### config.mk
export PLATFORM = sky130hd
export DESIGN_NAME = leb128_encoder
export DESIGN_NICKNAME = d
export VERILOG_FILES = /design/src/design/leb_pkg.sv /design/src/design/leb_front.sv /design/src/design/leb_queue.sv /design/src/design/leb_back.sv /design/src/design/leb128_encoder.sv
export SDC_FILE = /design/constraint.sdc
export NUM_CORES = 1
export LEC_CHECK = 0
export ABC_AREA = 1
export BUFFER_PORTS_ARGS = -buffer_cell sky130_fd_sc_hd__buf_2
export CAP_MARGIN = 40
export CELL_PAD_IN_SITES_DETAIL_PLACEMENT = 0
export CELL_PAD_IN_SITES_GLOBAL_PLACEMENT = 2
export CORE_UTILIZATION = 40
export DETAILED_ROUTE_END_ITERATION = 12
export GPL_TIMING_DRIVEN = 0
export HOLD_SLACK_MARGIN = 0.03
export PLACE_DENSITY = 0.85
export SLEW_MARGIN = 20
export SYNTH_ARGS = -nofsm -noshare
export SYNTH_HDL_FRONTEND = slang
export SYNTH_SLANG_ARGS = --single-unit
export TNS_END_PERCENT = 50
### constraint.sdc
create_clock -name clk -period 4.7 [get_ports clk]
set_clock_uncertainty 0.1 [all_clocks]
set_input_delay 0.235 -clock clk [delete_from_list [all_inputs] [get_ports clk]]
set_output_delay 0.235 -clock clk [all_outputs]
set_load 0.05 [all_outputs]
### src/design/leb_pkg.sv
// types and constants shared by the leb128 encoder modules
// no dependencies
package leb_pkg;

    // action codes of an input transaction
    localparam logic [1:0] ACT_UNSIGNED = 2'd0;
    localparam logic [1:0] ACT_SIGNED   = 2'd1;
    localparam logic [1:0] ACT_PADDED   = 2'd2;

    localparam logic [6:0] GROUP_MASK = 7'h7f;
    localparam logic [7:0] CONT_FLAG  = 8'h80;
    localparam int unsigned SIGN_POS  = 6;
    localparam int unsigned PAD_BYTES = 5;
    localparam int unsigned MAX_BYTES = 10;

    typedef enum logic [1:0] {
        ENC_UNSIGNED,
        ENC_SIGNED,
        ENC_PADDED
    } enc_mode_t;

    typedef struct packed {
        logic [1:0]  action;
        logic [63:0] value_bits;
    } leb_in_t;

    typedef struct packed {
        logic [7:0] out_byte;
        logic       last;
    } leb_out_t;

    // work descriptor passed from front to back
    typedef struct packed {
        enc_mode_t   mode;
        logic [63:0] value;
    } leb_job_t;

endpackage

### src/design/leb_front.sv
// front end: accepts input transactions, classifies action, builds jobs
// depends on leb_pkg
module leb_front
    import leb_pkg::*;
(
    input  logic     in_valid,
    output logic     in_ready,
    input  leb_in_t  in_data,
    output logic     job_valid,
    input  logic     job_ready,
    output leb_job_t job
);

    logic known;

    always_comb
    begin
        known     = 1'b1;
        job.value = in_data.value_bits;
        job.mode  = ENC_UNSIGNED;
        case (in_data.action)
            ACT_UNSIGNED: job.mode = ENC_UNSIGNED;
            ACT_SIGNED:   job.mode = ENC_SIGNED;
            ACT_PADDED:
            begin
                job.mode  = ENC_PADDED;
                job.value = {32'd0, in_data.value_bits[31:0]};
            end
            default:      known = 1'b0;
        endcase
    end

    // undefined actions are accepted and dropped
    assign in_ready  = job_ready;
    assign job_valid = in_valid && known;

endmodule

### src/design/leb_queue.sv
// two-entry job queue between front and back
// depends on leb_pkg
module leb_queue
    import leb_pkg::*;
(
    input  logic     clk,
    input  logic     rst_n,
    input  logic     push_valid,
    output logic     push_ready,
    input  leb_job_t push_job,
    output logic     pop_valid,
    input  logic     pop_ready,
    output leb_job_t pop_job
);

    leb_job_t   mem [2];
    logic       wr_ptr_reg, wr_ptr_next;
    logic       rd_ptr_reg, rd_ptr_next;
    logic [1:0] count_reg, count_next;
    logic       do_push, do_pop;

    assign push_ready = (count_reg != 2'd2);
    assign pop_valid  = (count_reg != 2'd0);
    assign pop_job    = mem[rd_ptr_reg];
    assign do_push    = push_valid && push_ready;
    assign do_pop     = pop_valid && pop_ready;

    always_comb
    begin
        wr_ptr_next = do_push ? ~wr_ptr_reg : wr_ptr_reg;
        rd_ptr_next = do_pop ? ~rd_ptr_reg : rd_ptr_reg;
        count_next  = count_reg + {1'b0, do_push} - {1'b0, do_pop};
    end

    always_ff @(posedge clk)
    begin
        if (do_push)
        begin
            mem[wr_ptr_reg] <= push_job;
        end
    end

    always_ff @(posedge clk or negedge rst_n)
    begin
        if (!rst_n)
        begin
            wr_ptr_reg <= 1'b0;
            rd_ptr_reg <= 1'b0;
            count_reg  <= 2'd0;
        end
        else
        begin
            wr_ptr_reg <= wr_ptr_next;
            rd_ptr_reg <= rd_ptr_next;
            count_reg  <= count_next;
        end
    end

endmodule

### src/design/leb_back.sv
// back end: shifts a job out as leb128 bytes into an output register
// depends on leb_pkg
module leb_back
    import leb_pkg::*;
(
    input  logic     clk,
    input  logic     rst_n,
    input  logic     job_valid,
    output logic     job_ready,
    input  leb_job_t job,
    output logic     out_valid,
    input  logic     out_ready,
    output leb_out_t out_data
);

    logic        busy_reg, busy_next;
    logic [63:0] x_reg, x_next;
    enc_mode_t   mode_reg, mode_next;
    logic [3:0]  cnt_reg, cnt_next;
    logic        ovalid_reg, ovalid_next;
    leb_out_t    odata_reg, odata_next;

    logic        out_free, step, done, load;
    logic [6:0]  group;
    logic [63:0] rest;

    assign out_free = !ovalid_reg || out_ready;
    assign step     = busy_reg && out_free;

    always_comb
    begin
        group = x_reg[6:0] & GROUP_MASK;
        if (mode_reg == ENC_SIGNED)
        begin
            rest = {{7{x_reg[63]}}, x_reg[63:7]};
        end
        else
        begin
            rest = {7'd0, x_reg[63:7]};
        end
        case (mode_reg)
            ENC_SIGNED:
                done = ((rest == '0) && !group[SIGN_POS])
                    || ((rest == '1) && group[SIGN_POS])
                    || (cnt_reg == 4'(MAX_BYTES - 1));
            ENC_PADDED:
                done = (cnt_reg == 4'(PAD_BYTES - 1));
            default:
                done = (rest == '0) || (cnt_reg == 4'(MAX_BYTES - 1));
        endcase
    end

    assign load      = job_valid && (!busy_reg || (step && done));
    assign job_ready = !busy_reg || (step && done);

    always_comb
    begin
        busy_next   = busy_reg;
        x_next      = x_reg;
        mode_next   = mode_reg;
        cnt_next    = cnt_reg;
        ovalid_next = ovalid_reg && !out_ready;
        odata_next  = odata_reg;
        if (step)
        begin
            ovalid_next         = 1'b1;
            odata_next.out_byte = {1'b0, group} | (done ? 8'd0 : CONT_FLAG);
            odata_next.last     = done;
            x_next              = rest;
            cnt_next            = cnt_reg + 4'd1;
            if (done)
            begin
                busy_next = 1'b0;
            end
        end
        if (load)
        begin
            busy_next = 1'b1;
            x_next    = job.value;
            mode_next = job.mode;
            cnt_next  = 4'd0;
        end
    end

    always_ff @(posedge clk)
    begin
        x_reg     <= x_next;
        mode_reg  <= mode_next;
        cnt_reg   <= cnt_next;
        odata_reg <= odata_next;
    end

    always_ff @(posedge clk or negedge rst_n)
    begin
        if (!rst_n)
        begin
            busy_reg   <= 1'b0;
            ovalid_reg <= 1'b0;
        end
        else
        begin
            busy_reg   <= busy_next;
            ovalid_reg <= ovalid_next;
        end
    end

    assign out_valid = ovalid_reg;
    assign out_data  = odata_reg;

endmodule

### src/design/leb128_encoder.sv
// top level of the leb128 encoder: front, job queue and byte shifter
// depends on leb_pkg, leb_front, leb_queue, leb_back
//
// leb128 encoder. each input transaction carries an action and a 64-bit
// pattern and produces one output transaction per encoded byte, lowest
// 7-bit group first, with bit 7 set while more bytes follow and last set on
// the final byte. action 0 is unsigned leb128 (zero gives the single byte
// 0x00), action 1 is signed leb128, action 2 encodes the low 32 bits as
// exactly five bytes, and action 3 is accepted and produces nothing.
// timing: an item has 1 to 10 bytes, and the block streams one byte per
// cycle when the output is not stalled; the first byte of an item passes
// the queue, the shifter register and the output register. the front
// classifies items and hands them through a two-entry queue, so input
// keeps being taken while the shifter works and the queue has room.
module leb128_encoder
    import leb_pkg::*;
(
    input  logic     clk,
    input  logic     rst_n,
    input  logic     in_valid,
    output logic     in_ready,
    input  leb_in_t  in_data,
    output logic     out_valid,
    input  logic     out_ready,
    output leb_out_t out_data
);

    // front to queue
    logic     f_valid, f_ready;
    leb_job_t f_job;
    // queue to back
    logic     q_valid, q_ready;
    leb_job_t q_job;

    // classify the action and build the job
    leb_front u_front (
        .in_valid  (in_valid),
        .in_ready  (in_ready),
        .in_data   (in_data),
        .job_valid (f_valid),
        .job_ready (f_ready),
        .job       (f_job)
    );

    // decouples input acceptance from byte emission
    leb_queue u_queue (
        .clk        (clk),
        .rst_n      (rst_n),
        .push_valid (f_valid),
        .push_ready (f_ready),
        .push_job   (f_job),
        .pop_valid  (q_valid),
        .pop_ready  (q_ready),
        .pop_job    (q_job)
    );

    // one byte per cycle into a registered output while it is not stalled
    leb_back u_back (
        .clk       (clk),
        .rst_n     (rst_n),
        .job_valid (q_valid),
        .job_ready (q_ready),
        .job       (q_job),
        .out_valid (out_valid),
        .out_ready (out_ready),
        .out_data  (out_data)
    );

endmodule
==> results of run 1 <==
-- power by group through the flow --
stage / clock network [W] / logic (W) / registers (W)
5_1_grt: 0.00216 / 0.00257 / 0.00336
3_3_place_gp: 0 / 0.00218 / 0.00336
2_1_floorplan: 0 / 0.00160 / 0.00338
3_5_place_dp: 0 / 0.00232 / 0.00332
6_report: 0.00203 / 0.00232 / 0.00329
4_1_cts: 0.00207 / 0.00237 / 0.00329
-- cell families after synthesis --
logic type,count (synthesis),synth area share
AO/OA/AOI/OAI,62,0.0578
XOR/XNOR,2,0.00191
adder cells (fa/ha/maj),4,0.00547
buffers and inverters,91,0.0496
flip-flops,217,0.704
multiplexers,57,0.0624
AND/OR/NAND/NOR,272,0.118
-- path summary, 6_finish.rpt --
path | from | end | slack (ns) | cells past startpoint
worst max-delay path | u_back.x_reg[8] | u_back.x_reg[28] | 1.86 | 13
worst min-delay path | in_valid | u_queue.wr_ptr_reg | 0.20 | 5
worst max register to register | u_back.x_reg[8] | u_back.x_reg[28] | 1.86 | 13
worst min register to register | u_back.x_reg[4] | u_back.out_data[5] | 0.32 | 0
max in group asynchronous | rst_n | u_back.busy_reg | 3.69 | 3
min in group asynchronous | rst_n | u_queue.wr_ptr_reg | 0.57 | 3
-- critical path: cells and delay by family, from the launching register on --
| family | cells | cell delay [ns] |
|---|---|---|
| AND/OR/NAND/NOR | 10 | 1.38 |
| buffers and inverters | 3 | 0.59 |
| flip-flops | 1 | 0.40 |
-- per-stage QoR --
step / instances / setup TNS (ns) / util / area [sq um]
finish: 1183 / 0 / 0.525 / 11600
global route: 1183 / 0 / 0.525 / 11600
CTS: 1183 / 0 / 0.525 / 11600
detailed placement: 1070 / 0 / 0.454 / 10000
global placement: 1065 / -83.85 / 0.448 / 9900
floorplan: 705 / 0 / - / 9150
-- synth_stat cells, drive strengths merged --
master  instances  share of area
a21oi           1        0.00055
a311o           1         0.0011
buf            16          0.019
clkbuf          9         0.0037
clkinv          1        0.00041
dfrtp           6          0.016
dfxtp           4         0.0088
edfxtp        207           0.68
ha              4         0.0055
inv            65          0.027
mux2i          57          0.062
nand2         166          0.071
nand3           7         0.0049
nand4           7         0.0048
nor2           91          0.037
o21ai          60          0.056
or2             1        0.00068
xor2            2         0.0019
-- what timing repair did --
action                    in CTS  in global routing
hold endpoints to repair     137                  0
resized for setup              0                  0
hold buffers                  69                  0
-- area by class of cell --
type                       instances  area share
timing repair buffer             154       0.103
multi-input combinational        397       0.196
sequential                       217       0.556
clock buffer                      25      0.0540
buffer                            25      0.0176
tap                              280      0.0302
inverter                          66      0.0216
clock inverter                    19      0.0215
-- layer usage --
metal  share of wire  global-route usage
met4           0.016              0.0418
met1            0.43               0.185
met2            0.51               0.274
met3           0.048              0.0247
met5               0                   0
==> impl_results.md, run 1 <==
- Total Power: 0.00763 W
- CP max stage delay: 0.40 ns
- Worst-case clock buffer depth: 3
- HPWL after DPL: between 10,000 and 15,000 um
- Finish-stage setup viols: 0
- P_int: 0.00512 W
- Pin count of the biggest net entering global routing: 36
- Yosys Warn Count: 0
- CTS clk-pin slew, worst paths: 0.06 ns
- Syn nets: 779
- DRC: 0
- Worst-margin pin slew: 0.773 ns
- GRT Total Usage: 0.151
- Fillers: 1,900
- Synth cell types: 25
- Worst vdd ir: between 0.0002 and 0.00025 V
- F_max: 352 MHz
- Outcome: finished, final reports clean
- Clock Sinks: 217
- Clock buffer count from CTS: 24
- Worst hold slack: 0.201 ns
- Die area: 23,500 sq um
- FF/Latch Area: approximately 6400 sq um
- Final Hold Vio Count: 0
- CP required: 4.79 ns
- Post CTS Setup Buffer Count: 0
- Clk root buf: clkbuf_16
- Syn-to-layout area delta: 26.7%
- PnR worst setup slack: about 1.9 ns
- Mapped cell area: 9150 sq um
- Switching share of power: 0.329
- CP endpoint kind: flip-flop
- Via/cell ratio: ~4.7
- Leakage: 4.70 nW
- Crit path DAT: 2.93 ns
- Max_slew headroom: 0.485
- RSZ-0062 raised after global routing: no
- Seq pwr share: 0.431
- Clock share of power: 0.265
- Mapped Cells: around 710
- Port Buffer Count: 80
- Num ports: 81
- Final slew viol count: 0
- DR pass1 iterations: 4
- Area of the multi-input gates: 2270 sq um
- Ant diodes: 0
- Final min period: 2.84 ns
- First-pass GRT wire length: 28,300 um
- Wire length per cell: roughly 14 um
- Post-route ant nets: 0
- Mean Syn Cell Area: 13.0 sq um
- Max_cap viols: 0
- PwrDens: ~660 nW/um^2
- Period Utilization, post-route: 0.604
- Commonest non-fill, non-tap cell in the layout: edfxtp_1
- Global placement routability congestion: 0.803
- Initial antenna violation count: 0
- Crit Path Class: flip-flop to flip-flop
- #FFs+latches synth: 217
- Final nets: 959
- DR iter-0 viols: 263
- Max FFs per register: 132
- TritonCTS clock tree: built
- Worst Path Max Fanout: 35
- Total grt overflow: 0
- Die W: 153 um
- NetSw: 0.00251 W
- Logic pwr share: 0.304
- FP Rows: 54
- Initial Utilization: 0.414
- Detailed-route via count: between 5,000 and 6,000
- WL final: 17,100 um
- H-tree depth: 1
- Crit path launch type: flip-flop
- Pre-CTS setup slack: 1.87 ns
- Register area share after synthesis: 0.704
- Placeable Area: 22,100 sq um
- Ratio of cells with drive above 1 in the final layout: 0.234
- Slowest cell on the critical path: edfxtp_1
- Clock latency on the worst-skew pair: 0.51 ns
- Crit-path cells: or2_0 > nor2_1 > nand2_1 > nor2_1 > nand2_1 > nand3_2 > nand3_2 > nand2_4 > nand2_2 > buf_6 > buf_6 > nand2_4 > buf_12
- Highest-count cells in the layout ignoring fill and taps: edfxtp_1, nand2_1, nor2_1
- Hold/Removal Path Class: input port to flip-flop
- Die Ht: between 150 and 200 um
- Vias in the first global route: 5,744
Power figures use the tool's default switching activity.
==> run 2, diff against run 1 <==
CORE_UTILIZATION = 37   (was 40)
PLACE_DENSITY = 0.83   (was 0.85)
clock period = 2.5 ns   (was 4.7 ns; I/O delays follow)
==> impl_results.md, run 2 (synthesized netlist as in run 1, its figures left out) <==
- R2r endpoint: u_back.x_reg[58]
- Die Ht: 159 um (+3.9%)
- Crit path launch type: flip-flop
- Final Hold Vio Count: 0 (unchanged)
- FF-to-FF setup slack: 0.18 ns (-1.68 ns)
- Wire length on met1: 7930 um (+8.7%)
- Crit path capture: u_back.x_reg[58]
- Seq pwr share: 0.427 (-0.004)
- Crit. Startpoint: u_back.cnt_reg[0]
- H-tree depth: 1 (unchanged)
- Final slew viol count: 0 (unchanged)
- Finish-stage setup viols: 0 (unchanged)
- Highest-count cells in the layout ignoring fill and taps: edfxtp_1, nand2_1, nor2_1
- Clock share of power: 0.239 (-0.026)
- F_max: 432 MHz (+22%)
- Fillers: 2,185 (+15%)
- RSZ-0062 raised after global routing: no
- Ratio of cells with drive above 1 in the final layout: 0.241 (+0.00783)
- Crit Path Class: flip-flop to flip-flop
- Port Buffer Count: 80 (unchanged)
- DR iter-0 viols: 253 (-3.8%)
- Num ports: 81 (unchanged)
- Worst r2r src: u_back.cnt_reg[0]
- Uppermost layer routed: met4
- Post-route ant nets: 0 (unchanged)
- Die W: 159 um (+3.9%)
- Die area: 25,400 sq um (+8.0%)
- Final min period: 2.32 ns (-0.521 ns)
- Initial Utilization: 0.376 (-0.0379)
- Hold/Removal Path Class: input port to flip-flop
- Commonest non-fill, non-tap cell in the layout: edfxtp_1
- Max_cap viols: 0 (unchanged)
- Clock latency on the worst-skew pair: 0.50 ns (about the same)
- Via/cell ratio: 4.47 (-4.2%)
- Layout Utilization: 0.484 (-0.0401)
- Pin count of the biggest net entering global routing: 25 (-31%)
- Worst-case clock buffer depth: 3 (unchanged)
- Worst-margin pin slew: 0.810 ns (+0.0372 ns)
- Worst hold slack: 0.0640 ns (-0.137 ns)
- Max FFs per register: 132 (unchanged)
- TritonCTS clock tree: built
- Placeable Area: 24,300 sq um (+10%)
- Final nets: 970 (+1.1%)
- Max_slew headroom: 0.460 (-0.0248)
- Logic pwr share: 0.334 (+0.030)
- DR pass1 iterations: 5 (+1)
- Ant diodes: 0 (unchanged)
- Crit path DAT: 2.48 ns (-0.45 ns)
- Outcome: finished, final reports clean
- P_int: 0.00962 W (+88%)
- FP Rows: 57 (+5.6%)
- Vias in the first global route: 5,628 (-2.0%)
- Leakage: 4.74 nW (+0.99%)
- Worst Path Max Fanout: 20 (-43%)
- NetSw: 0.00478 W (+90%)
- Period Utilization, post-route: 0.927 (+0.323)
- CP endpoint kind: flip-flop
- Clock buffer count from CTS: 23 (-4.2%)
- Met2 Wirelength: 8660 um (-1.1%)
- PwrDens: 1220 nW/um^2 (+86%)
- WL final: 17,700 um (+3.1%)
- Clk root buf: clkbuf_16
- CTS clk-pin slew, worst paths: 0.06 ns (about the same)
- GRT Total Usage: 0.141 (-0.00966)
- Detailed-route via count: 5,517 (+0.018%)
- CP required: 2.66 ns (-2.13 ns)
- Syn-to-layout area delta: 28.7%
- Hold depth: 3 (-2)
- Wire length per cell: 14.3 um (-1.2%)
- Met3 WL: 692 um (-16%)
- Worst vdd ir: 0.000565 V (+150%)
- Clock Sinks: 217 (unchanged)
- DRC: 0 (unchanged)
- Total grt overflow: 0 (unchanged)
- HPWL after DPL: 11,800 um (-1.2%)
- First-pass GRT wire length: 28,300 um (about the same)
- Global placement routability congestion: 0.757 (-5.7%)
- Initial antenna violation count: 0 (unchanged)
- R2r worst-path depth: 9 (-4)
- Switching share of power: 0.332 (+0.00250)
-- run 2: repair_timing --
item	4_1_cts	5_1_grt
hold buffers	69	0
setup endpoints to repair	64	64
setup buffers	2	3
hold endpoints to repair	137	0
gates resized for setup	5	4
cloned	2	4
pin swaps	0	1
-- run 2: worst min-delay path by stage --
stage                            to        start  slack, ns
6_report         u_queue.mem[0][63]  in_data[64]       0.06
3_5_place_dp   u_queue.count_reg[1]        rst_n      -0.14
4_1_cts          u_queue.mem[0][63]  in_data[64]       0.09
2_1_floorplan       u_back.busy_reg        rst_n      -0.27
5_1_grt          u_queue.mem[1][63]  in_data[64]       0.12
3_3_place_gp   u_queue.count_reg[1]        rst_n      -0.14
-- run 2: critical path, cell delays in order, from the launching register on --
cell and delay [ns]:
dfxtp_1 0.40, inv_1 0.08, ha_1 0.19, a311o_1 0.38
nand3_2 0.10, nand2_4 0.06, nand2_2 0.08, buf_6 0.29
nand2_8 0.17, clkbuf_16 0.21
-- run 2: power groups by stage --
stage | clock (W) | sequential (W) | combinational [W]
after floorplan | 0 | 0.00630 | 0.00304
after detailed placement | 0 | 0.00623 | 0.00443
after CTS | 0.00352 | 0.00616 | 0.00471
final | 0.00345 | 0.00615 | 0.00481
after global routing | 0.00366 | 0.00627 | 0.00535
after global placement | 0 | 0.00626 | 0.00418
-- run 2: through the flow --
stage	area (sq um)	instances	power (W)	worst slack, ns	TNS [ns]
final	11800	1235	0.0144	0.183	0
after global routing	11800	1235	0.0153	0.0157	0
after CTS	11700	1229	0.0144	0.0254	0
after detailed placement	10100	1116	0.0107	-0.325	-13.59
after global placement	9980	1109	0.0104	-0.424	-78.98
after floorplan	9170	705	0.00934	-0.152	-9.74
-- run 2: final cells by class --
cell class / instances / area, sq um / area share
multi-input cells: 398 / 2300 / 0.195
repair buffers: 166 / 1420 / 0.120
well taps: 324 / 405 / 0.0344
plain buffers: 24 / 193 / 0.0164
clock inverters: 9 / 150 / 0.0127
inverters: 66 / 254 / 0.0216
clock buffers: 31 / 616 / 0.0523
flip-flops and latches: 217 / 6450 / 0.547
-- run 2: layer usage --
| layer | GRT usage | vias to the layer above |
|---|---|---|
| met5 | 0 | - |
| met3 | 0.0224 | 30 |
| met1 | 0.182 | 2589 |
| met4 | 0.0402 | 0 |
| met2 | 0.246 | 106 |
| li1 | - | 2792 |
==> run 3, diff against run 2 <==
CAP_MARGIN = 10   (was 40)
CORE_UTILIZATION = 36   (was 37)
PLACE_DENSITY = 0.84   (was 0.83)
SYNTH_HIERARCHICAL = 1   (was default)
==> impl_results.md, run 3 <==
- Outcome: finished, final reports clean
- Clk root buf: clkbuf_16
- Worst-margin pin slew: 0.741 ns (-0.0691 ns)
- Wire length per cell: 14.2 um (-0.59%)
- Mapped Cells: 929 (+32%)
- Mapped cell area: 10,000 sq um (+9.5%)
- Most Frequent Cell on Critical Path: inv_1
- CP endpoint kind: flip-flop
- CP max stage delay: 0.42 ns (+0.02 ns)
- PwrDens: 1180 nW/um^2 (-3.5%)
- Share of the synthesized area in the top cell type: 0.620 (-0.0590)
- Mean Syn Cell Area: 10.8 sq um (-17%)
- Worst-case clock buffer depth: 3 (unchanged)
- Vias in the first global route: 6,724 (+19%)
- Crit path launch type: flip-flop
- Final nets: 1,155 (+19%)
- Uppermost layer routed: met4
- Crit path buffers/inverters: 5 (+2)
- CTS clk-pin slew, worst paths: 0.06 ns (about the same)
- Pin count of the biggest net entering global routing: 43 (+72%)
- Final min period: 2.38 ns (+0.0598 ns)
- Post-synth top cells: nand2_1, edfxtp_1, inv_1
- Final Hold Vio Count: 0 (unchanged)
- GRT Total Usage: 0.154 (+0.0123)
- Crit. Startpoint: u_back/cnt_reg[0]
- HPWL after DPL: 14,100 um (+20%)
- Via/cell ratio: 4.38 (-1.9%)
- Syn-to-layout area delta: 23.5%
- F_max: 421 MHz (-2.5%)
- Hold/Removal Path Class: input port to flip-flop
- Clock latency on the worst-skew pair: 0.52 ns (+0.02 ns)
- RSZ-0062 raised after global routing: yes
- Crit path DAT: 2.69 ns (+0.21 ns)
- Detailed-route via count: 6,433 (+17%)
- Crit Path Class: flip-flop to flip-flop
- TritonCTS clock tree: built
- Crit-path cells: inv_1 > ha_1 > a311o_1 > nand3_2 > nand2_4 > buf_8 > nand2_1 > inv_1 > ha_1 > inv_1 > ha_1 > inv_1 > nand2_1 > nand2_1
- Port Buffer Count: 47 (-41%)
- Pre-CTS setup slack: -0.478 ns (-0.153 ns)
- Finish-stage setup viols: 0 (unchanged)
- Worst vdd ir: 0.000500 V (-12%)
- Global placement routability congestion: 0.766 (+1.1%)
- Slowest cell on the critical path: dfxtp_1
- Seq pwr share: 0.424 (-0.003)
- DR iter-0 viols: 310 (+23%)
- Clock share of power: 0.232 (-0.007)
- P_int: 0.00929 W (-3.5%)
- Finished Cell Area: 12,400 sq um (+5.0%)
- Switching share of power: 0.364 (+0.0316)
- Register area share after synthesis: 0.643 (-0.0611)
- Yosys Warn Count: 6 (+6)
- Num ports: 81 (unchanged)
- Dominant cell by count in the synthesized netlist: nand2_1
- Highest-count cells in the layout ignoring fill and taps: nand2_1, edfxtp_1, dlygate4sd3_1
- NetSw: 0.00530 W (+11%)
- Syn nets: 1,004 (+29%)
- Fillers: 2,572 (+18%)
- Initial antenna violation count: 0 (unchanged)
- Hold_sp: in_data[2]
- Top cells by area, synth: edfxtp_1, nand2_1, nand3_2, buf_4, a21oi_2
- Met3 WL: 666 um (-3.8%)
- Total Power: 0.0146 W (+1.3%)
- Max FFs per register: 132 (unchanged)
- Die area: 28,500 sq um (+12%)
- Crit path max-delay family: adder cells
- Clock buffer count from CTS: 24 (+4.3%)
- Met2 Wirelength: 10,200 um (+18%)
- Worst Path Max Fanout: 5 (-75%)
- FP Rows: 60 (+5.3%)
- Placeable Area: 27,100 sq um (+11%)
- Commonest non-fill, non-tap cell in the layout: nand2_1
- Leakage: 5.24 nW (+10%)
- Ratio of cells with drive above 1 in the final layout: 0.225 (-0.0161)
- Wire length on met1: 9630 um (+21%)
- DRC: 0 (unchanged)
- Die Ht: 169 um (+6.0%)
- #FFs+latches synth: 217 (unchanged)
- Ant diodes: 0 (unchanged)
- First-pass GRT wire length: 34,200 um (+21%)
- Number of synthesized flops with an enable pin: 207 (unchanged)
- WL final: 20,900 um (+18%)
- Area post-placement: 10,800 sq um (+6.8%)
- Max_slew headroom: 0.506 (+0.0461)
- FF-to-FF setup slack: 0.12 ns (-0.06 ns)
- Logic pwr share: 0.344 (+0.010)
- Die W: 169 um (+6.0%)
- Period Utilization, post-route: 0.951 (+0.0239)
- Cell accounting for the most synthesized area: edfxtp_1
- Synth cell types: 26 (+4.0%)
- Final slew viol count: 0 (unchanged)
- Initial Utilization: 0.370 (-0.00653)
- Synth Flop Type: edfxtp_1
- PnR worst setup slack: 0.123 ns (-0.0598 ns)
- Post-route ant nets: 0 (unchanged)
- Total grt overflow: 0 (unchanged)
- CP required: 2.81 ns (+0.15 ns)
- Ys async rst share: 0.0276 (unchanged)
- H-tree depth: 1 (unchanged)
- Max_cap viols: 0 (unchanged)
- Clock Sinks: 217 (unchanged)
- Worst r2r src: u_back/cnt_reg[0]
- DR pass1 iterations: 4 (-1)
## run 3: power by group through the flow
| stage | Sequential (W) | Combinational, W | Clock (W) |
|---|---|---|---|
| after floorplan | 0.00631 | 0.00336 | 0 |
| after global placement | 0.00628 | 0.00474 | 0 |
| after detailed placement | 0.00627 | 0.00489 | 0 |
| after CTS | 0.00619 | 0.00509 | 0.00347 |
| after global routing | 0.00632 | 0.00569 | 0.00360 |
| final | 0.00618 | 0.00502 | 0.00338 |
## run 3: stage by stage
stage                     TNS [ns]  utilization  cells  hold slack, ns
after global routing       -0.0390        0.457   1468           0.237
after detailed placement    -30.81        0.400   1352          -0.125
after global placement     -104.29        0.396   1348          -0.126
final                            0        0.457   1468           0.237
after CTS                        0        0.455   1466           0.223
after floorplan              -5.58            -    929          -0.271
## run 3: worst reg2reg max path, cell delays in order, from the launching register on
cell	delay, ns
dfxtp_1	0.42
inv_1	0.07
ha_1	0.20
a311o_1	0.38
nand3_2	0.10
nand2_4	0.08
buf_8	0.14
nand2_1	0.10
inv_1	0.06
ha_1	0.28
inv_1	0.06
ha_1	0.15
inv_1	0.04
nand2_1	0.05
nand2_1	0.04
## run 3: final cells by class
cell class	count	area (sq um)	share of cell area
plain buffers	75	644	0.0521
clock buffers	26	629	0.0509
clock inverters	16	123	0.00991
inverters	68	262	0.0211
multi-input cells	570	2740	0.222
flip-flops and latches	217	6450	0.521
well taps	372	465	0.0376
repair buffers	124	1060	0.0858
## run 3: path summary, 6_finish.rpt
kind / end / cells past startpoint
worst max-delay path: u_queue/count_reg[1] / 14
worst min-delay path: u_queue/mem[1][2] / 2
worst max register to register: u_queue/count_reg[1] / 14
worst min register to register: u_back/out_data[3] / 0
max in group asynchronous: u_queue/count_reg[0] / 3
min in group asynchronous: u_back/out_valid / 3
## run 3: cells by family after synthesis
family / share of synthesized area
AND/OR/NAND/NOR: 0.230
AO/OA/AOI/OAI: 0.0296
XOR/XNOR: 0.00262
flip-flops: 0.643
buffers and inverters: 0.0885
adder cells (fa/ha/maj): 0.00624
## run 3: what timing repair did
item	CTS	global route
pin swaps	0	3
endpoints found under the setup margin	66	66
hold buffers	70	0
gates resized for setup	5	9
cloned	1	0
setup buffers	1	2
hold endpoints to repair	138	0
## run 3: metal layers
metal,vias up,global-route usage
li1,3313,-
met1,2991,0.197
met2,96,0.272
met3,33,0.0217
met4,0,0.0379
met5,-,0
